**config.mk**
```make
export PLATFORM = sky130hd
export DESIGN_NAME = csr_ctrl
export DESIGN_NICKNAME = d
export VERILOG_FILES = /design/src/csr_pkg.sv /design/src/csr_ctrl.sv
export VERILOG_INCLUDE_DIRS = /design/src /design/src/src
export SDC_FILE = /design/constraint.sdc
export NUM_CORES = 1
export LEC_CHECK = 0
export BUFFER_PORTS_ARGS = -buffer_cell sky130_fd_sc_hd__buf_2
export CAP_MARGIN = 0
export CELL_PAD_IN_SITES_DETAIL_PLACEMENT = 1
export CELL_PAD_IN_SITES_GLOBAL_PLACEMENT = 2
export CORE_MARGIN = 4
export CORE_UTILIZATION = 17
export CTS_CLUSTER_DIAMETER = 40
export CTS_CLUSTER_SIZE = 16
export DETAILED_ROUTE_END_ITERATION = 8
export MAX_ROUTING_LAYER = met4
export PLACE_DENSITY_LB_ADDON = 0.1
export SYNTH_ARGS = -nofsm -noshare
export SYNTH_HDL_FRONTEND = slang
export SYNTH_SLANG_ARGS = --single-unit
```
**constraint.sdc**
```tcl
create_clock -name clk -period 1.26 [get_ports clk]
set_input_delay 0.063 -clock clk [delete_from_list [all_inputs] [get_ports clk]]
set_output_delay 0.063 -clock clk [all_outputs]
set_load 0.1 [all_outputs]
```
**src/assert_macros.svh**
```systemverilog
// Assertion macros shared by the RTL modules.
`ifndef ASSERT_MACROS_SVH
`define ASSERT_MACROS_SVH

// Same-cycle implication, disabled during reset.
`define CSR_ASSERT_IMP(lbl, ante, cons, msg) \
  lbl: assert property (@(posedge clk) disable iff (!rst_n) (ante) |-> (cons)) \
    else $error(msg);

// Next-cycle implication, disabled during reset.
`define CSR_ASSERT_NXT(lbl, ante, cons, msg) \
  lbl: assert property (@(posedge clk) disable iff (!rst_n) (ante) |=> (cons)) \
    else $error(msg);

`endif

```
**src/csr_pkg.sv**
```systemverilog
// Shared types and constants for the column statistics reduction block.
package csr_pkg;

  localparam int VAL_W      = 16;
  localparam int WGT_W      = 16;
  localparam int STAT_W     = 40;
  localparam int CIDX_W     = 10;
  localparam int MISS_W     = 11;
  localparam int CC_W       = 11;
  localparam int RC_W       = 13;
  localparam int SEL_W      = 3;
  localparam int CFG_IDX_W  = 3;
  localparam int CFG_DATA_W = 16;

  localparam logic [STAT_W-1:0] STAT_MAX = {1'b0, {(STAT_W-1){1'b1}}};

  // configuration register indexes
  localparam logic [CFG_IDX_W-1:0] CFG_COLUMN_COUNT  = 3'd0;
  localparam logic [CFG_IDX_W-1:0] CFG_ROW_COUNT     = 3'd1;
  localparam logic [CFG_IDX_W-1:0] CFG_STATISTIC     = 3'd2;
  localparam logic [CFG_IDX_W-1:0] CFG_SKIP_MISSING  = 3'd3;
  localparam logic [CFG_IDX_W-1:0] CFG_MISSING_VALUE = 3'd4;

  // statistic codes
  localparam logic [SEL_W-1:0] STAT_MIN   = 3'd0;
  localparam logic [SEL_W-1:0] STAT_MAXV  = 3'd1;
  localparam logic [SEL_W-1:0] STAT_RANGE = 3'd2;
  localparam logic [SEL_W-1:0] STAT_PVAR  = 3'd3;
  localparam logic [SEL_W-1:0] STAT_SVAR  = 3'd4;

  typedef enum logic [2:0] {
    S_IDLE,
    S_READ,
    S_UPDATE,
    S_MUL_GO,
    S_MUL_RUN,
    S_PREP,
    S_DIV_RUN,
    S_EMIT
  } ctl_state_t;

  typedef struct packed {
    logic accept;
    logic prod;
    logic upd;
    logic mul_go;
    logic mul_step;
    logic prep;
    logic div_step;
    logic load_out;
  } ctl_cmd_t;

  typedef struct packed {
    logic last_row;
    logic is_var;
    logic mul_done;
    logic mul_last;
    logic var_miss;
    logic div_done;
    logic out_free;
  } dp_sts_t;

endpackage

```
**src/csr_ctrl.sv**
```systemverilog
// Controller state machine sequencing accept, update, multiply, divide and emit.
`include "assert_macros.svh"
module csr_ctrl (
  input  logic              clk,
  input  logic              rst_n,
  input  logic              in_valid,
  output logic              in_stall,
  input  csr_pkg::dp_sts_t  sts,
  output csr_pkg::ctl_cmd_t cmd
);
  import csr_pkg::*;

  ctl_state_t state_r, state_nxt;

  always_ff @(posedge clk) begin
    if (!rst_n) begin
      state_r <= S_IDLE;
    end else begin
      state_r <= state_nxt;
    end
  end

  always_comb begin
    state_nxt = state_r;
    cmd       = '0;
    in_stall  = 1'b1;
    unique case (state_r)
      S_IDLE: begin
        in_stall = 1'b0;
        if (in_valid) begin
          cmd.accept = 1'b1;
          state_nxt  = S_READ;
        end
      end
      S_READ: begin
        cmd.prod  = 1'b1;
        state_nxt = S_UPDATE;
      end
      S_UPDATE: begin
        cmd.upd = 1'b1;
        if (!sts.last_row) state_nxt = S_IDLE;
        else if (sts.is_var) state_nxt = S_MUL_GO;
        else state_nxt = S_EMIT;
      end
      S_MUL_GO: begin
        cmd.mul_go = 1'b1;
        state_nxt  = S_MUL_RUN;
      end
      S_MUL_RUN: begin
        cmd.mul_step = 1'b1;
        if (sts.mul_done) state_nxt = sts.mul_last ? S_PREP : S_MUL_GO;
      end
      S_PREP: begin
        cmd.prep  = 1'b1;
        state_nxt = sts.var_miss ? S_EMIT : S_DIV_RUN;
      end
      S_DIV_RUN: begin
        cmd.div_step = 1'b1;
        if (sts.div_done) state_nxt = S_EMIT;
      end
      S_EMIT: begin
        if (sts.out_free) begin
          cmd.load_out = 1'b1;
          state_nxt    = S_IDLE;
        end
      end
      default: state_nxt = S_IDLE;
    endcase
  end

  `CSR_ASSERT_NXT(a_accept_reads, cmd.accept, state_r == S_READ, "accept did not start a read")
  `CSR_ASSERT_NXT(a_emit_returns, cmd.load_out, state_r == S_IDLE, "emit did not return to idle")
  `CSR_ASSERT_IMP(a_stall_busy, state_r != S_IDLE, in_stall, "input open while busy")

endmodule

```
# Yosys cells after proc, flatten, opt, wreduce, memory -nomap -nowiden
# Index checks and enable logic that the tools add are counted.
# W data, S select, Z words.
# word_totals
ff_bits	3
input_bits	10
word_cells	34
out_inout_bits	9
# op_classes
n_eq_ne	11
n_reduce_logical	2
muxes	20
# op_table
cell	count
$pmux W3 S8	1
$mux W3	7
$eq A3 B3 Y1 const B	4
$mux W1	12
$ne A2 B2 Y1 const B	4
$eq A3 B2 Y1 const B	2
$reduce_and A4 Y1	1
$eq A3 B1 Y1 const B	1
$logic_not A3 Y1	1

# Depth between registers and ports, before layout
# Gate-level depths: netlist (run 1).
# depth
ltp_word	3
mapped_depth	5
ltp_nobuf	4

# Worst setup path before layout (run 1)
# OpenSTA, ideal clock, no wires.
# synth_timing
kind	register to output
startpoint	reg state_r[0]
endpoint	out cmd[4] (netlist name)
path_buffers	1
slack_ns	-1.676
arrival_time_ns	2.873
required_ns	1.197
path_stages_with_launch	3
cell_sequence	dfxtp_1 clkbuf_1 nor3b_1
# synth_rtl
item	line_no	text
start: declaration	csr_ctrl.sv:13	ctl_state_t state_r, state_nxt;
start signal: assignment	csr_ctrl.sv:19	state_r <= state_nxt;
end: declaration	csr_ctrl.sv:9	output csr_pkg::ctl_cmd_t cmd

==> results of run 1 <==
what timing repair did:
item	4_1_cts	5_1_grt
resized for setup	5	11
setup buffers	2	3
endpoints found under the setup margin	10	11
pin swaps	3	5
endpoints found under the hold margin	0	0
metrics by stage:
step           worst slack, ps  TNS [ps]
2_1_floorplan           -332.6    -834.7
3_3_place_gp            -3.993    -3.993
3_5_place_dp             21.52         0
4_1_cts                 -104.3    -622.6
5_1_grt                 -153.9    -791.7
6_report                -101.3    -282.0
worst min path at each step:
| stage | startpoint | to | slack [ps] | cells after the start |
|---|---|---|---|---|
| final | rst_n | state_r[1] | 70 | 3 |
| after global routing | rst_n | state_r[1] | 70 | 3 |
| after CTS | rst_n | state_r[1] | 60 | 3 |
| after detailed placement | rst_n | state_r[1] | 310 | 3 |
| after global placement | rst_n | state_r[1] | 310 | 3 |
| after floorplan | rst_n | state_r[1] | 170 | 2 |
worst max-delay path, cell delays in order, from the launching register on:
cell and delay [ps]:
dfxtp_4 350, or3_4 420, nor2_4 110, buf_12 180
cells in the mapped netlist:
library cell | n | area [µm²]
o21ai_0 | 6 | 30.03
nand2_1 | 5 | 18.77
nor2_1 | 4 | 15.01
and3_1 | 3 | 18.77
dfxtp_1 | 3 | 60.06
buf_2 | 2 | 10.01
inv_1 | 2 | 7.510
nor2b_1 | 2 | 12.51
nor3_1 | 2 | 10.01
nor3b_1 | 2 | 15.01
a211o_1 | 1 | 8.760
a21boi_1 | 1 | 7.510
a21oi_1 | 1 | 5.000
and2_1 | 1 | 6.260
clkbuf_1 | 1 | 3.750
mux2_4 | 1 | 15.01
nand2b_1 | 1 | 6.260
nand3_1 | 1 | 5.000
o211ai_1 | 1 | 7.510
o22ai_1 | 1 | 6.260
o31ai_1 | 1 | 7.510
or3_1 | 1 | 6.260
cell families (layout without fill, tap and decap cells):
kind of cell,after synthesis,after routing,share of synthesized area [%]
multiplexers,1,1,5.308
AND/OR/NAND/NOR,22,22,40.27
AO/OA/AOI/OAI,12,12,25.67
buffers and inverters,5,36,7.522
flip-flops,3,3,21.24
layout make-up:
cell class,instances,area (µm²),area share (%)
repair buffers,30,334.1,44.95
inverters,2,7.507,1.010
clock buffers,4,26.28,3.535
flip-flops and latches,3,71.32,9.596
multi-input cells,35,284.0,38.22
well taps,16,20.02,2.694
placed cells by master, fill, tap and decap left out, types with 2 or more instances in the layout:
cell      n
and3_1    2
o21ai_0   5
nor3b_4   2
nor2_4    3
nor2b_1   2
clkbuf_4  3
dfxtp_4   3
buf_4     8
buf_12    9
inv_1     2
nand2_1   4
buf_2     9
buf_6     3
metal layers:
metal / vias to the layer above / GRT usage, % / part of all wire [%]
li1: 212 / - / -
met2: 14 / 14.57 / 53
met1: 183 / 10.89 / 40
met5: - / - / 0
met3: 0 / 5.505 / 7.0
met4: 0 / 1.345 / 0
power groups by stage:
| stage | Clock (µW) | Combinational [µW] | Sequential (µW) |
|---|---|---|---|
| 2_1_floorplan | 0 | 318 | 120 |
| 3_3_place_gp | 0 | 447 | 138 |
| 3_5_place_dp | 0 | 450 | 137 |
| 4_1_cts | 180 | 471 | 130 |
| 5_1_grt | 199 | 515 | 132 |
| 6_report | 172 | 492 | 129 |
==> metrics, run 1 <==
outcome complete, but fails checks; failing checks negative setup slack; largest net degree at the start of global routing 11; reg2reg end state_r[0]; Max Clock Skew 3.754 ps; Hold WS 67.67 ps; GRT Total Usage 9.472%; Worst-Margin Slew approximately 270 ps; clk slew on worst S/H paths 40 ps; # clock sinks 3; Sw Pwr 364.1 µW; critical path class register to output pin; biggest registers after layout state_r: 3 flops; worst r2r path cells 4; Top reg by flops state_r; CP endpoint cmd[7]; Initial Util 18.34%; combinational share of power 62.1%; Synth Net Count 53; vias in the first global route between 400 and 500; Max Cap Viol 0; sw frac 45.92%; yosys warns 0; CP required 1200 ps; Post-Syn Area 282.8 µm²; crit share post-route 108.0%; Clock Path Buffers 2; Final Slew Violations 0; Leak 0.0003069 µW; HPWL Detailed approximately 860 µm; Reg power frac 16.2%; critical path data arrival time roughly 1300 ps; Slew HR 82.17%; Tot Pwr 792.9 µW; final setup vio count 6; Final WS setup -101.3 ps; final cell count without fillers 90; # hold bufs at CTS 0; worst min path class primary input to register; die width a little under 50 µm; Max Freq 734.6 MHz; sequential fraction of the synthesis area 21.24%; IO Pins 19; R2R setup slack 30 ps; core area 1541 µm²; DR DRC count 0; Syn Inst Count 43; reg-to-reg startpoint state_r[2]; first-pass GRT wire length roughly 1700 µm; Peak VDD IR 708.2 µV; DRC violation total after the first TritonRoute iteration 4; Fillers ~180; die area roughly 2400 µm²; Synth cell types 22; dpl cell area 633.1 µm²; RSZ-0062 raised after global routing true; GRT overflow 0; DRT Pass-1 Iters 3; CP max FO 5; max FFs per register 3; Antenna diodes 0; insertion delay to the later sink of the worst-skew pair 240 ps; Layout area overhead 162.8%; Fin. Hold Viols 0; Critical Path Start state_r[2]; IO Port Bufs 18; design area ~740 µm²; startpoint types register; antenna violations before repair 0; share of layout cells above drive strength 1 67.57%; DRT antenna net count 0; H-tree lvl count 1; clock root cell clkbuf_4; Row Count 14; DP Cell Count 81; Vias/cell 4.544; Die Span Y 48.79 µm; Clk pwr share 21.7%; CTS buffer count 3; Layout Nets 85; Internal 428.8 µW; GP Congestion 0.7069; Crit. End Element output pin; minimum clock period 1361 ps; Synth Register Bits 3; WL/cell 12.22 µm; Cell Pwr Density roughly 1100 nW/µm²; Avg Inst Size Synth between 6 and 7 µm²; TritonCTS clock tree yes; via count 409; Layout Utilization about half; WL final 1100 µm
Power figures use the tool's default switching activity.
==> run 2: changes to the inputs <==
--- a/config.mk
+++ b/config.mk
@@ -10,13 +10,16 @@
 export CAP_MARGIN = 0
 export CELL_PAD_IN_SITES_DETAIL_PLACEMENT = 1
 export CELL_PAD_IN_SITES_GLOBAL_PLACEMENT = 2
+export CORE_ASPECT_RATIO = 1.1
 export CORE_MARGIN = 4
 export CORE_UTILIZATION = 17
 export CTS_CLUSTER_DIAMETER = 40
 export CTS_CLUSTER_SIZE = 16
 export DETAILED_ROUTE_END_ITERATION = 8
+export GPL_TIMING_DRIVEN = 0
 export MAX_ROUTING_LAYER = met4
 export PLACE_DENSITY_LB_ADDON = 0.1
+export SETUP_SLACK_MARGIN = 0.5
 export SYNTH_ARGS = -nofsm -noshare
 export SYNTH_HDL_FRONTEND = slang
 export SYNTH_SLANG_ARGS = --single-unit
==> metrics, run 2 (synthesis gave the netlist of run 1 again) <==
vias in the first global route 497 (+23%); first-pass GRT wire length 2332 µm (+34%); reg2reg end state_r[0]; startpoint types register; Worst-Margin Slew 279.7 ps (+14.52 ps); Antenna diodes 0 (unchanged); IO Port Bufs 18 (unchanged); clk slew on worst S/H paths 40 ps (about the same); clock root cell clkbuf_4; WL final 1424 µm (+29%); Top reg by flops state_r; met2 wire length 770 µm (+33%); met3 WL 60 µm (-22%); DRT antenna net count 0 (unchanged); # clock sinks 3 (unchanged); Cell Pwr Density 1064 nW/µm² (-0.25%); worst min path class primary input to register; minimum clock period 1442 ps (+80.58 ps); Critical Path Start state_r[0]; Slew HR 81.50% (-0.66 points); IO Pins 19 (unchanged); max layer used met3; Initial Util 17.94% (-0.41 points); antenna violations before repair 0 (unchanged); Peak VDD IR 493.4 µV (-30%); Final TNS setup -633.5 ps (-351.5 ps); CP endpoint cmd[7]; Final WS setup -181.9 ps (-80.59 ps); Max Clock Skew 0.7332 ps (-3.021 ps); Clock Path Buffers 2 (unchanged); Max Freq 693.5 MHz (-5.6%); Leak 0.0003694 µW (+20%); DP Cell Count 78 (-3.7%); largest net degree at the start of global routing 11 (unchanged); die area 2381 µm² (about the same); critical path data arrival time 1380 ps (+80 ps); HPWL Detailed 845.7 µm (-1.8%); core area 1577 µm² (+2.3%); Die Span Y 50.78 µm (+4.1%); Tot Pwr 894.7 µW (+13%); final cell count without fillers 97 (+7.8%); Layout area overhead 197.3%; outcome complete, but fails checks; CP required 1200 ps (about the same); GRT Total Usage 14.25% (+4.8 points); WL/cell 14.68 µm (+20%); max FFs per register 3 (unchanged); TritonCTS clock tree yes; Final Slew Violations 0 (unchanged); RSZ-0062 raised after global routing true; R2R setup slack -20 ps (-50 ps); DR DRC count 0 (unchanged); Crit. End Element output pin; reg-to-reg startpoint state_r[0]; DRT Pass-1 Iters 2 (-1); via count 463 (+13%); share of layout cells above drive strength 1 71.25% (+3.7 points); H-tree lvl count 1 (unchanged); biggest registers after layout state_r: 3 flops; critical path class register to output pin; Layout Nets 91 (+7.1%); most frequent cells in the layout 9 x buf_2, 9 x buf_12, 9 x buf_4, 6 x buf_6; worst r2r path cells 7 (+3); die width 46.89 µm (-3.9%); CTS buffer count 3 (unchanged); GRT overflow 0 (unchanged); Max Cap Viol 0 (unchanged); DRC violation total after the first TritonRoute iteration 2 (-2); GP Congestion 0.6399 (-9.5%); Vias/cell 4.773 (+5.0%); Fin. Hold Viols 0 (unchanged); insertion delay to the later sink of the worst-skew pair 230 ps (about the same); failing checks negative setup slack; final setup vio count 8 (+2); crit share post-route 114.4% (+6.4 points); Row Count 15 (+1); wl on met1 593 µm (+35%); CP max FO 4 (-1)
[run 2: layer usage]
layer,track usage [%],vias to the layer above
li1,-,226
met2,23.30,11
met5,-,-
met3,2.151,0
met4,6.912,0
met1,16.28,226
[run 2: timing repair]
item / in CTS / in global routing
endpoints found under the setup margin: 12 / 12
pin swaps: 11 / 3
setup buffers: 11 / 4
hold buffers: 0 / 0
hold endpoints to repair: 0 / 0
resized for setup: 54 / 3
[run 2: worst max-delay path, stage by stage (launching register included)]
cell	delay [ps]
dfxtp_4	350
clkbuf_16	150
or3_4	340
nor2_4	120
buf_12	180
[run 2: area by class of cell]
cell class | instances | area [µm²]
fillers | 181 | 735.7
well taps | 17 | 21.27
multi-input cells | 35 | 297.8
inverters | 2 | 11.26
flip-flops and latches | 3 | 68.82
plain buffers | 3 | 55.05
repair buffers | 33 | 360.3
clock buffers | 4 | 26.28
[run 2: metrics by stage]
stage                     hold WS (ps)  instance area [µm²]  util [%]  setup WS [ps]
after floorplan                  171.7                376.6         -         -332.6
after global placement           320.0                488.0     30.95         -197.3
after detailed placement         334.6                488.0     30.95         -197.3
after CTS                        91.27                803.3     50.95         -180.8
after global routing             97.06                840.8     53.33         -222.6
final                            93.00                840.8     53.33         -181.9
[run 2: worst min path at each step]
stage,startpoint,end,cells after the start
after global placement,rst_n,state_r[1],3
final,rst_n,state_r[1],3
after global routing,rst_n,state_r[1],3
after floorplan,rst_n,state_r[1],2
after detailed placement,rst_n,state_r[1],3
after CTS,rst_n,state_r[1],3
[run 2: report_power, final]
group	switching [µW]	internal [µW]	leakage [µW]
Sequential	11.2	106	0.0000264
Combinational	336	270	0.000328
Clock	51.9	119	0.0000150
Total	399	496	0.000369
