==> config.mk <==
export PLATFORM = sky130hd
export DESIGN_NAME = csr_ram
export DESIGN_NICKNAME = d
export VERILOG_FILES = /design/src/assert_macros.svh /design/src/csr_ram.sv
export SDC_FILE = /design/constraint.sdc
export NUM_CORES = 1
export LEC_CHECK = 0
export ABC_CLOCK_PERIOD_IN_PS = 1900
export BUFFER_PORTS_ARGS = -buffer_cell sky130_fd_sc_hd__buf_2
export CORE_MARGIN = 2
export CORE_UTILIZATION = 45
export CTS_CLUSTER_SIZE = 16
export DETAILED_ROUTE_END_ITERATION = 6
export PLACE_DENSITY = 0.76
export RECOVER_POWER = 25
export SETUP_SLACK_MARGIN = 0.5
export SYNTH_ARGS = -nofsm -noshare
export SYNTH_HDL_FRONTEND = slang
export SYNTH_SLANG_ARGS = --single-unit
==> constraint.sdc <==
create_clock -name clk -period 1.9 [get_ports clk]
set_input_delay 0.38 -clock clk [delete_from_list [all_inputs] [get_ports clk]]
set_output_delay 0.38 -clock clk [all_outputs]
set_load 0.05 [all_outputs]
==> src/assert_macros.svh <==
// Assertion macros shared by the RTL modules.
`ifndef ASSERT_MACROS_SVH
`define ASSERT_MACROS_SVH

// Same-cycle implication, disabled during reset.
`define CSR_ASSERT_IMP(lbl, ante, cons, msg) \
  lbl: assert property (@(posedge clk) disable iff (!rst_n) (ante) |-> (cons)) \
    else $error(msg);

// Next-cycle implication, disabled during reset.
`define CSR_ASSERT_NXT(lbl, ante, cons, msg) \
  lbl: assert property (@(posedge clk) disable iff (!rst_n) (ante) |=> (cons)) \
    else $error(msg);

`endif

==> src/csr_ram.sv <==
// Generic single-write, single-read RAM with registered read data.
module csr_ram #(
  parameter int WIDTH = 8,
  parameter int DEPTH = 16
) (
  input  logic                     clk,
  input  logic                     we,
  input  logic [$clog2(DEPTH)-1:0] waddr,
  input  logic [WIDTH-1:0]         wdata,
  input  logic                     re,
  input  logic [$clog2(DEPTH)-1:0] raddr,
  output logic [WIDTH-1:0]         rdata
);

  logic [WIDTH-1:0] mem [DEPTH];

  always_ff @(posedge clk) begin
    if (we) begin
      mem[waddr] <= wdata;
    end
    if (re) begin
      rdata <= mem[raddr];
    end
  end

endmodule

## After elaboration in Yosys (flattened, before gate mapping)

Memories as Yosys holds them, arrays and structs flattened. A register that Yosys moved wholly into a read port is not among the register bits.
Index checks and enable logic that the tools add are counted.

| cells by class | value |
|---|---|
| multiplexer cells | 2 |

Operators by type and width:

| cell | count |
|---|---|
| $mux W1 | 2 |

| word-level totals | value |
|---|---|
| bits in registers | 0 |
| memory bits (writable) | 128 |
| word-level logic and storage cells | 3 |
| memories | 1 |

Memories:

| name | words | width | read ports | clocked after memory_dff | write ports | line | RTL |
|---|---|---|---|---|---|---|---|
| mem | 16 | 8 | 1 | 1 | 1 | csr_ram.sv:15 | `logic [WIDTH-1:0] mem [DEPTH];` |

## Longest topological paths before layout

Gate-level depths: netlist (run 1).

| logic depth | value |
|---|---|
| depth after elaboration | 2 |
| mapped depth | 5 |
| gate-level depth less buffers | 3 |

## Least setup slack after synthesis (run 1)

OpenSTA, ideal clock, no wires.

| timing | value |
|---|---|
| kind | in2reg |
| from | input waddr[2] |
| to | memory mem[0][0], enable pin |
| setup time | 0.383 ns |
| data arrival time | 1.490 ns |
| data required time | 1.517 ns |
| slack | 0.027 ns |
| stages | 2 |
| cell sequence | or3b_2 nor3_1 |

RTL lines:

| what | line | RTL |
|---|---|---|
| from (decl) | csr_ram.sv:8 | `input logic [$clog2(DEPTH)-1:0] waddr,` |
| to (decl) | csr_ram.sv:15 |  |

Straight into the memory's write port.

==> metrics.txt, run 1 <==
status completed; number of max-cap violations 0; Crit. End Element register; first-pass GRT wire length ~16 mm; CP startpoint kind input port; Slew @ Worst Pin 0.627 ns; PD cells around 1100 mW/mm^2; IO Port Bufs 26; H-tree depth 4; Vias approximately 2.5k; Cell Chain, Critical Path buf_2 -> buf_12 -> buf_4 -> mux4_2 -> a22oi_2 -> nand2_1; crit-path max cell delay ~0.5 ns; RSZ-0062 raised after global routing true; fin crit period roughly 1.4 ns; critical path data arrival time 1.59 ns; # hold bufs at CTS 0; worst flop-to-flop path endpoint rdata[2]; cell count after placement between 400 and 500; post-route insts no fill 448; syn_nets between 200 and 250; Critical-path top delay cell mux4_2; fin area around 0.0064 sq mm; maximum VDD drop about 0.6 mV; Cell variety after synth 18; DRT Wirelength just over 10 mm; clk buf depth 2; crit-path max FO 8; DR pass1 iterations 4; Hold Path Sink rdata[0]; clock-pin slew on the worst setup and hold paths roughly 0.060 ns; Seq/Total Area, Yosys between 70% and 80%; Hold Path Class input port to register; Post-layout nets about 310; total track usage between 10% and 20%; # setup viols final 0; vias in the first global route 2697; Cell Area, Synth 0.00523 sq mm; Initial Utilization between 40% and 50%; Crit Path Category input port to register; gpl congestion between 0.7 and 0.8; Required @ worst endpoint 2.05 ns; Slew Limit Fails 0; LEAKAGE 2.14 nW; cell count after synthesis 229; grt total ovfl 0; WL/cell between 20 and 25 um; Mean Syn Cell Area roughly 23 sq um; # DRC 0; Layout area overhead 23.2%; commonest cells after routing, fill and taps aside 136 x edfxtp_1, 32 x mux4_2, 21 x buf_4, 17 x clkbuf_16, 15 x buf_2; TNS Setup 0 ns; CTS tree built; Buf/Inv on CP 3; full die area about 0.012 sq mm; num rows 39; R2R setup slack 0.48 ns; CP delay by family, top multiplexers; DP Area between 0.005 and 0.006 sq mm; relative slew slack about three fifths; core area 0.0114 sq mm; DP HPWL between 6 and 7 mm; IO Pins 27; fraction of layout cells with a size suffix above 1 40.3%; initial antenna violation count 1; Root Buffer clkbuf_16; die height about 110 um; # diodes 0; final core utilization around 57%; total CTS buffers 17; Clk Latency, worst-skew pair approximately 0.40 ns; Die X approximately 110 um; cell depth of the worst hold path 1; DR vias/cell between 5 and 6; drt initial violations 183; worst hold start re; clock sinks ~140; Detail Route Antenna Nets 0; flops & latches, synth around 140; Final Skew roughly 0.0046 ns; fin crit share between 70 and 80%; Synth warnings 0; worst r2r src mem[11][2]; largest net degree at the start of global routing 19; Fin. Hold Viols 0; fmax just under 700 MHz; hold_ws around 0.35 ns; Reg2Reg Depth 3; most common cell after layout, fill and taps aside edfxtp_1
[final cells by class]
type | count | area [sq um]
repair buffers | 54 | 452
clock buffers | 18 | 429
multi-input cells | 83 | 1090
flip-flops and latches | 136 | 4080
fillers | 798 | 4930
clock inverters | 14 | 205
well taps | 143 | 179
[registers in the layout, indices dropped and copies added, names as in the netlist]
name	cells
mem	128
rdata	8
[kinds of logic (layout without fill, tap and decap cells)]
| kind of cell | count (synthesis) | after routing | share of synthesized area (%) |
|---|---|---|---|
| compound gates | 16 | 16 | 2.30 |
| buf+inv | 10 | 86 | 1.65 |
| flops | 136 | 136 | 78.1 |
| mux | 32 | 32 | 14.8 |
| simple gates | 35 | 35 | 3.14 |
[synth_stat cells (all sizes together)]
cell | instances | area [sq um]
a22oi | 16 | 120
and2 | 1 | 6.26
and2b | 1 | 7.51
buf | 7 | 56.3
clkdlybuf4s25 | 3 | 30.0
edfxtp | 136 | 4080
mux4 | 32 | 773
nand2 | 9 | 33.8
nand2b | 2 | 12.5
nand3 | 1 | 5.00
nand3b | 2 | 15.0
nor2 | 13 | 48.8
nor2b | 1 | 6.26
nor3 | 4 | 20.0
or3b | 1 | 8.76
[routing by layer]
metal	vias up	GRT usage, %	wire (um)
met1	1281	23.5	4010
met5	-	0	16
li1	1098	-	-
met4	2	5.93	139
met2	107	28.6	5200
met3	12	5.93	886
[worst max-delay path by stage]
stage	cells past startpoint	to	slack, ns	start
2_1_floorplan	5	rdata[1]	0.32	raddr[0]
3_3_place_gp	6	rdata[0]	0.04	raddr[0]
3_5_place_dp	6	rdata[4]	0.02	raddr[0]
4_1_cts	6	rdata[0]	0.45	raddr[0]
5_1_grt	6	rdata[7]	0.42	raddr[0]
6_report	6	rdata[2]	0.46	raddr[0]
[metrics by stage]
step	total power, mW	worst slack [ns]
after floorplan	3.70	0.320
after global placement	3.85	0.0391
after detailed placement	3.86	0.0221
after CTS	7.34	0.454
after global routing	7.51	0.425
final	7.31	0.463
[timing repair]
action / CTS / global route
endpoints found under the setup margin: 10 / 13
buffers inserted: 0 / 3
gates resized for setup: 9 / 11
[power breakdown]
group / switching (mW) / leakage, nW / internal [mW]
clock: 1.18 / 0.306 / 2.31
combinational: 0.241 / 0.594 / 0.177
sequential: 0.0213 / 1.24 / 3.38
[worst register-to-register path, delay by kind of cell, from the launching register on]
family	cells	cell delay [ns]
AOI/OAI and AO/OA	1	0.23
DFF	1	0.37
muxes	1	0.49
and+or+nand+nor	1	0.08
(Power assumes the default switching activity.)
==> inputs of run 2 (changes only) <==
--- a/config.mk
+++ b/config.mk
@@ -5,13 +5,14 @@
 export SDC_FILE = /design/constraint.sdc
 export NUM_CORES = 1
 export LEC_CHECK = 0
-export ABC_CLOCK_PERIOD_IN_PS = 1900
+export ABC_AREA = 1
+export ABC_CLOCK_PERIOD_IN_PS = 1450
 export BUFFER_PORTS_ARGS = -buffer_cell sky130_fd_sc_hd__buf_2
 export CORE_MARGIN = 2
 export CORE_UTILIZATION = 45
 export CTS_CLUSTER_SIZE = 16
 export DETAILED_ROUTE_END_ITERATION = 6
-export PLACE_DENSITY = 0.76
+export PLACE_DENSITY = 0.73
 export RECOVER_POWER = 25
 export SETUP_SLACK_MARGIN = 0.5
 export SYNTH_ARGS = -nofsm -noshare
==> constraint.sdc (replaced) <==
create_clock -name clk -period 1.45 [get_ports clk]
set_input_delay 0.29 -clock clk [delete_from_list [all_inputs] [get_ports clk]]
set_output_delay 0.29 -clock clk [all_outputs]
set_load 0.05 [all_outputs]
==> metrics.txt, run 2 <==
status completed; syn_nets between 500 and 600; relative slew slack a little over two fifths; max reg flops between 100 and 150; Layout area overhead 23.9%; Synth warnings 0; critical path data arrival time about 1.0 ns; PD cells 1210 mW/mm^2; DP Area ~0.0064 sq mm; # hold bufs at CTS 0; CTS tree built; cell count after placement 742; total CTS buffers 17; Buf/Inv on CP 1; Cell Chain, Critical Path buf_6; worst hold start wdata[3]; commonest cells after routing, fill and taps aside 145 x nand2_1, 136 x edfxtp_1, 94 x inv_1, 53 x nand3_2, 43 x nand3_1; Reg2Reg Depth 6; Post-synth EDFFs between 100 and 150; count leader, synth nand2_1; final core utilization 57.2%; clk buf depth 2; num rows slightly above 40; # diodes 0; RSZ-0062 raised after global routing true; IO Port Bufs 26; worst r2r src mem[6][6]; DP HPWL 8.11 mm; vias in the first global route approximately 3.8k; worst flop-to-flop path endpoint rdata[6]; fin crit share approximately nine tenths; Required @ worst endpoint approximately 1.2 ns; Root Buffer clkbuf_16; Critical-path top delay cell edfxtp_1; initial antenna violation count 0; maximum VDD drop roughly 0.8 mV; DRT Wirelength 13.2 mm; Final Skew ~0.0069 ns; cell count after synthesis around 550; Detail Route Antenna Nets 0; fraction of layout cells with a size suffix above 1 27.4%; Fin. Hold Viols 0; IO Pins 27; core area 0.0127 sq mm; cell depth of the worst hold path 1; Post-layout nets slightly above 600; most common cell after layout, fill and taps aside nand2_1; Cell variety after synth 11; crit-path max FO 1; H-tree depth 4; Crit Path Category register to primary output; post-route insts no fill 770; Hold Path Class input port to register; Clk Latency, worst-skew pair between 0.4 and 0.5 ns; Synth Flop Type edfxtp_1; CP startpoint kind register; top-area cell type share of the netlist area between 60% and 70%; Crit. End Element primary output; full die area 0.0139 sq mm; Initial Utilization a little under half; TNS Setup 0 ns; Cell Area, Synth just under 0.006 sq mm; largest area contributor in the netlist edfxtp_1; top flop regs mem x128, rdata x8; gpl congestion between 0.8 and 0.9; Seq/Total Area, Yosys a little over two thirds; R2R setup slack 0.32 ns; DR pass1 iterations 5; Hold Path Sink mem[7][3]; LEAKAGE approximately 3 nW; fin crit period 1.31 ns; number of max-cap violations 0; clock sinks between 100 and 150; first-pass GRT wire length 21.1 mm; drt initial violations 351; top post-synthesis cells by area edfxtp_1 70%, nand2_1 11%, nand3_1 8.3%, inv_1 6.4%, buf_6 1.2%; fmax around 770 MHz; total track usage about a fifth; Die X 118 um; Post-synth top cells 173 x nand2_1, 136 x edfxtp_1, 100 x inv_1; Mean Syn Cell Area ~11 sq um; fin area around 0.0072 sq mm; Slew @ Worst Pin about 0.86 ns; CP delay by family, top flip-flops; Slew Limit Fails 0; Power Total ~8.8 mW; largest net degree at the start of global routing just over 40; # setup viols final 0; flops & latches, synth 136; WL/cell around 17 um; fillcell total 1003; most flop-heavy register mem; die height ~120 um; clock-pin slew on the worst setup and hold paths approximately 0.05 ns; DR vias/cell 5.06; # DRC 0; ys async rst share 0%; grt total ovfl 0; Vias between 3k and 4k; crit-path max cell delay ~0.42 ns
## run 2: cell types whose count changed after synthesis, moves of 14 or more
cell / previous run / this run
inv_1: 0 / 100
mux4_2: 18 / 0
nand2_1: 9 / 173
mux4_1: 14 / 0
nand3_1: 1 / 97
a22oi_1: 16 / 0
## run 2: through the flow
stage          setup WS, ns  hold WS, ns
2_1_floorplan         0.286        0.389
3_3_place_gp       -0.00994        0.651
3_5_place_dp        -0.0235        0.657
4_1_cts               0.143        0.224
5_1_grt               0.124        0.319
6_report              0.144        0.321
## run 2: where the power goes
part	internal [mW]	total [mW]	switching, mW
registers	4.44	4.47	0.0310
logic	0.232	0.747	0.515
clock network	2.10	3.56	1.46
total	6.77	8.78	2.01
## run 2: metal layers
metal | up-vias | GRT usage (%) | part of all wire [%]
met5 | - | 0 | 0
met4 | 0 | 7.83 | 2.5
met3 | 27 | 4.80 | 6.9
met2 | 162 | 32.2 | 49
met1 | 1855 | 26.8 | 42
li1 | 1855 | - | -
## run 2: how the worst max path moves through the flow
stage,startpoint,endpoint,slack (ns),depth (start not counted)
2_1_floorplan,waddr[2],mem[10][0],0.29,2
3_3_place_gp,raddr[0],rdata[1],-0.01,7
3_5_place_dp,raddr[0],rdata[0],-0.02,7
4_1_cts,rdata[4],rdata[4],0.14,1
5_1_grt,rdata[4],rdata[4],0.12,1
6_report,rdata[5],rdata[5],0.14,1
## run 2: cells by family (layout without fill, tap and decap cells)
family / Yosys count / count (layout) / synth area share [%]
simple gates: 289 / 289 / 20.8
flops: 136 / 136 / 69.8
buf+inv: 126 / 173 / 9.39
## run 2: final cells by class
cell class              instances  area, sq um  share of cell area, %
inverters                     102          390                   5.39
flip-flops and latches        136         4080                   56.4
clock inverters                 8         36.3                  0.501
well taps                     172          215                   2.97
clock buffers                  20          437                   6.03
repair buffers                 43          415                   5.73
multi-input cells             289         1670                   23.0
## run 2: repair_timing
| item | 4_1_cts | 5_1_grt |
|---|---|---|
| endpoints found under the setup margin | 37 | 72 |
| resized for setup | 52 | 40 |
| buffers inserted | 0 | 0 |
| pin swaps | 34 | 31 |
==> inputs of run 3 (changes only) <==
--- a/config.mk
+++ b/config.mk
@@ -12,9 +12,9 @@
 export CORE_UTILIZATION = 45
 export CTS_CLUSTER_SIZE = 16
 export DETAILED_ROUTE_END_ITERATION = 6
-export PLACE_DENSITY = 0.73
 export RECOVER_POWER = 25
 export SETUP_SLACK_MARGIN = 0.5
+export SLEW_MARGIN = 0
 export SYNTH_ARGS = -nofsm -noshare
 export SYNTH_HDL_FRONTEND = slang
 export SYNTH_SLANG_ARGS = --single-unit
==> metrics.txt, run 3 (synthesis results as in run 2) <==
fin crit share around nine tenths; crit-path max cell delay about 0.44 ns; critical path data arrival time about 1.0 ns; Combinational Power Share roughly 8.2%; DRT Wirelength ~14 mm; R2R setup slack ~0.36 ns; Hold Path Class input port to register; grt total ovfl 0; Crit Path Category register to primary output; crit-path max FO 1; total CTS buffers 17; Sw Share 22.1%; WL/cell around 17 um; # DRC 0; H-tree depth 4; Post-layout nets between 600 and 700; final core utilization slightly below 60%; DP Area approximately 0.0064 sq mm; num rows about 40; CP startpoint kind register; total track usage a little over 20%; LEAKAGE 3.08 nW; setup slack at placement -0.0639 ns; CTS tree built; worst r2r src mem[12][4]; top flop regs mem x128, rdata x8; met1 WL roughly 5.7 mm; Power Total about 9.4 mW; Cell Chain, Critical Path buf_6; worst setup margin around 0.12 ns; cell depth of the worst hold path 1; Final Skew 0.00692 ns; fmax roughly 750 MHz; Crit. End Element primary output; Net Switching between 2 and 2.5 mW; CP Depth 1; maximum VDD drop ~0.73 mV; PD cells about 1300 mW/mm^2; DR pass1 iterations 4; IO Pins 27; full die area 0.0139 sq mm; first-pass GRT wire length approximately 21 mm; relative slew slack 38.8%; CP delay by family, top flip-flops; hold_ws 0.322 ns; Clk Latency, worst-skew pair roughly 0.42 ns; most flop-heavy register mem; Detail Route Antenna Nets 0; DR vias/cell a little under 5; sequential cell area 0.00408 sq mm; DR WL met2 6.60 mm; TNS Setup 0 ns; Required @ worst endpoint ~1.2 ns; clock-pin slew on the worst setup and hold paths ~0.05 ns; # diodes 0; initial antenna violation count 0; drt initial violations 326; power share of the clock group 44.5%; commonest cells after routing, fill and taps aside 146 x nand2_1, 136 x edfxtp_1, 97 x inv_1, 48 x nand3_2, 46 x nand3_1; post-route insts no fill 778; Fin. Hold Viols 0; fillcell total ~1.0k; Vias about 3.8k; top sig layer met4; CP startpoint rdata[6]; Slew @ Worst Pin 0.918 ns; Critical-path top delay cell edfxtp_1; DP HPWL 8.20 mm; vias in the first global route between 3k and 4k; die height about 120 um; fraction of layout cells with a size suffix above 1 27.6%; Initial Utilization 46.1%; gpl congestion 0.795; internal power 7.35 mW; most common cell after layout, fill and taps aside nand2_1; IO Port Bufs 26; Multi-input gate area between 0.0015 and 0.002 sq mm; largest net degree at the start of global routing 40; sequential power share a little under half; Buf/Inv on CP 1; crit path to rdata[6]; worst flop-to-flop path endpoint rdata[4]; Layout area overhead 25.9%; fin crit period approximately 1.3 ns; status completed; core area approximately 0.013 sq mm; max reg flops approximately 130; cell count after placement approximately 740; RSZ-0062 raised after global routing true; Die X approximately 120 um; # hold bufs at CTS 0; metal3 WL a little under 1 mm; Root Buffer clkbuf_16; Reg2Reg Depth 6; # setup viols final 0; clock sinks between 100 and 150; fin area about 0.0074 sq mm; clk buf depth 2; Slew Limit Fails 0; number of max-cap violations 0
==> run 3: worst min path at each step <==
stage                         from          to  slack (ns)
after detailed placement        re    rdata[2]        0.69
after global placement          re    rdata[2]        0.69
after global routing      wdata[6]   mem[2][6]        0.33
final                     wdata[4]  mem[14][4]        0.32
after CTS                       re    rdata[4]        0.24
after floorplan           wdata[0]   mem[0][0]        0.39
==> run 3: layout make-up <==
class	instances	share of cell area, %
flip-flops and latches	136	55.5
well taps	172	2.92
inverters	102	5.31
multi-input cells	289	22.6
clock buffers	21	5.99
clock inverters	11	1.77
repair buffers	47	5.87
==> run 3: routing by layer <==
layer / up-vias / GRT usage (%)
met3: 16 / 5.57
met2: 131 / 32.7
met4: 0 / 8.43
met5: - / 0
met1: 1814 / 27.3
li1: 1866 / -
==> run 3: what timing repair did <==
item	in CTS	in global routing
buffers inserted	1	2
gates resized for setup	48	40
endpoints found under the setup margin	58	48
gates cloned	0	0
pin swaps	28	35
==> run 3: power by group through the flow <==
stage          clock (mW)  combinational, mW  sequential [mW]
2_1_floorplan           0              0.373             4.60
3_3_place_gp            0              0.659             4.54
3_5_place_dp            0              0.667             4.54
4_1_cts              4.26              0.728             4.46
5_1_grt              4.45              0.834             4.47
6_report             4.20              0.770             4.46
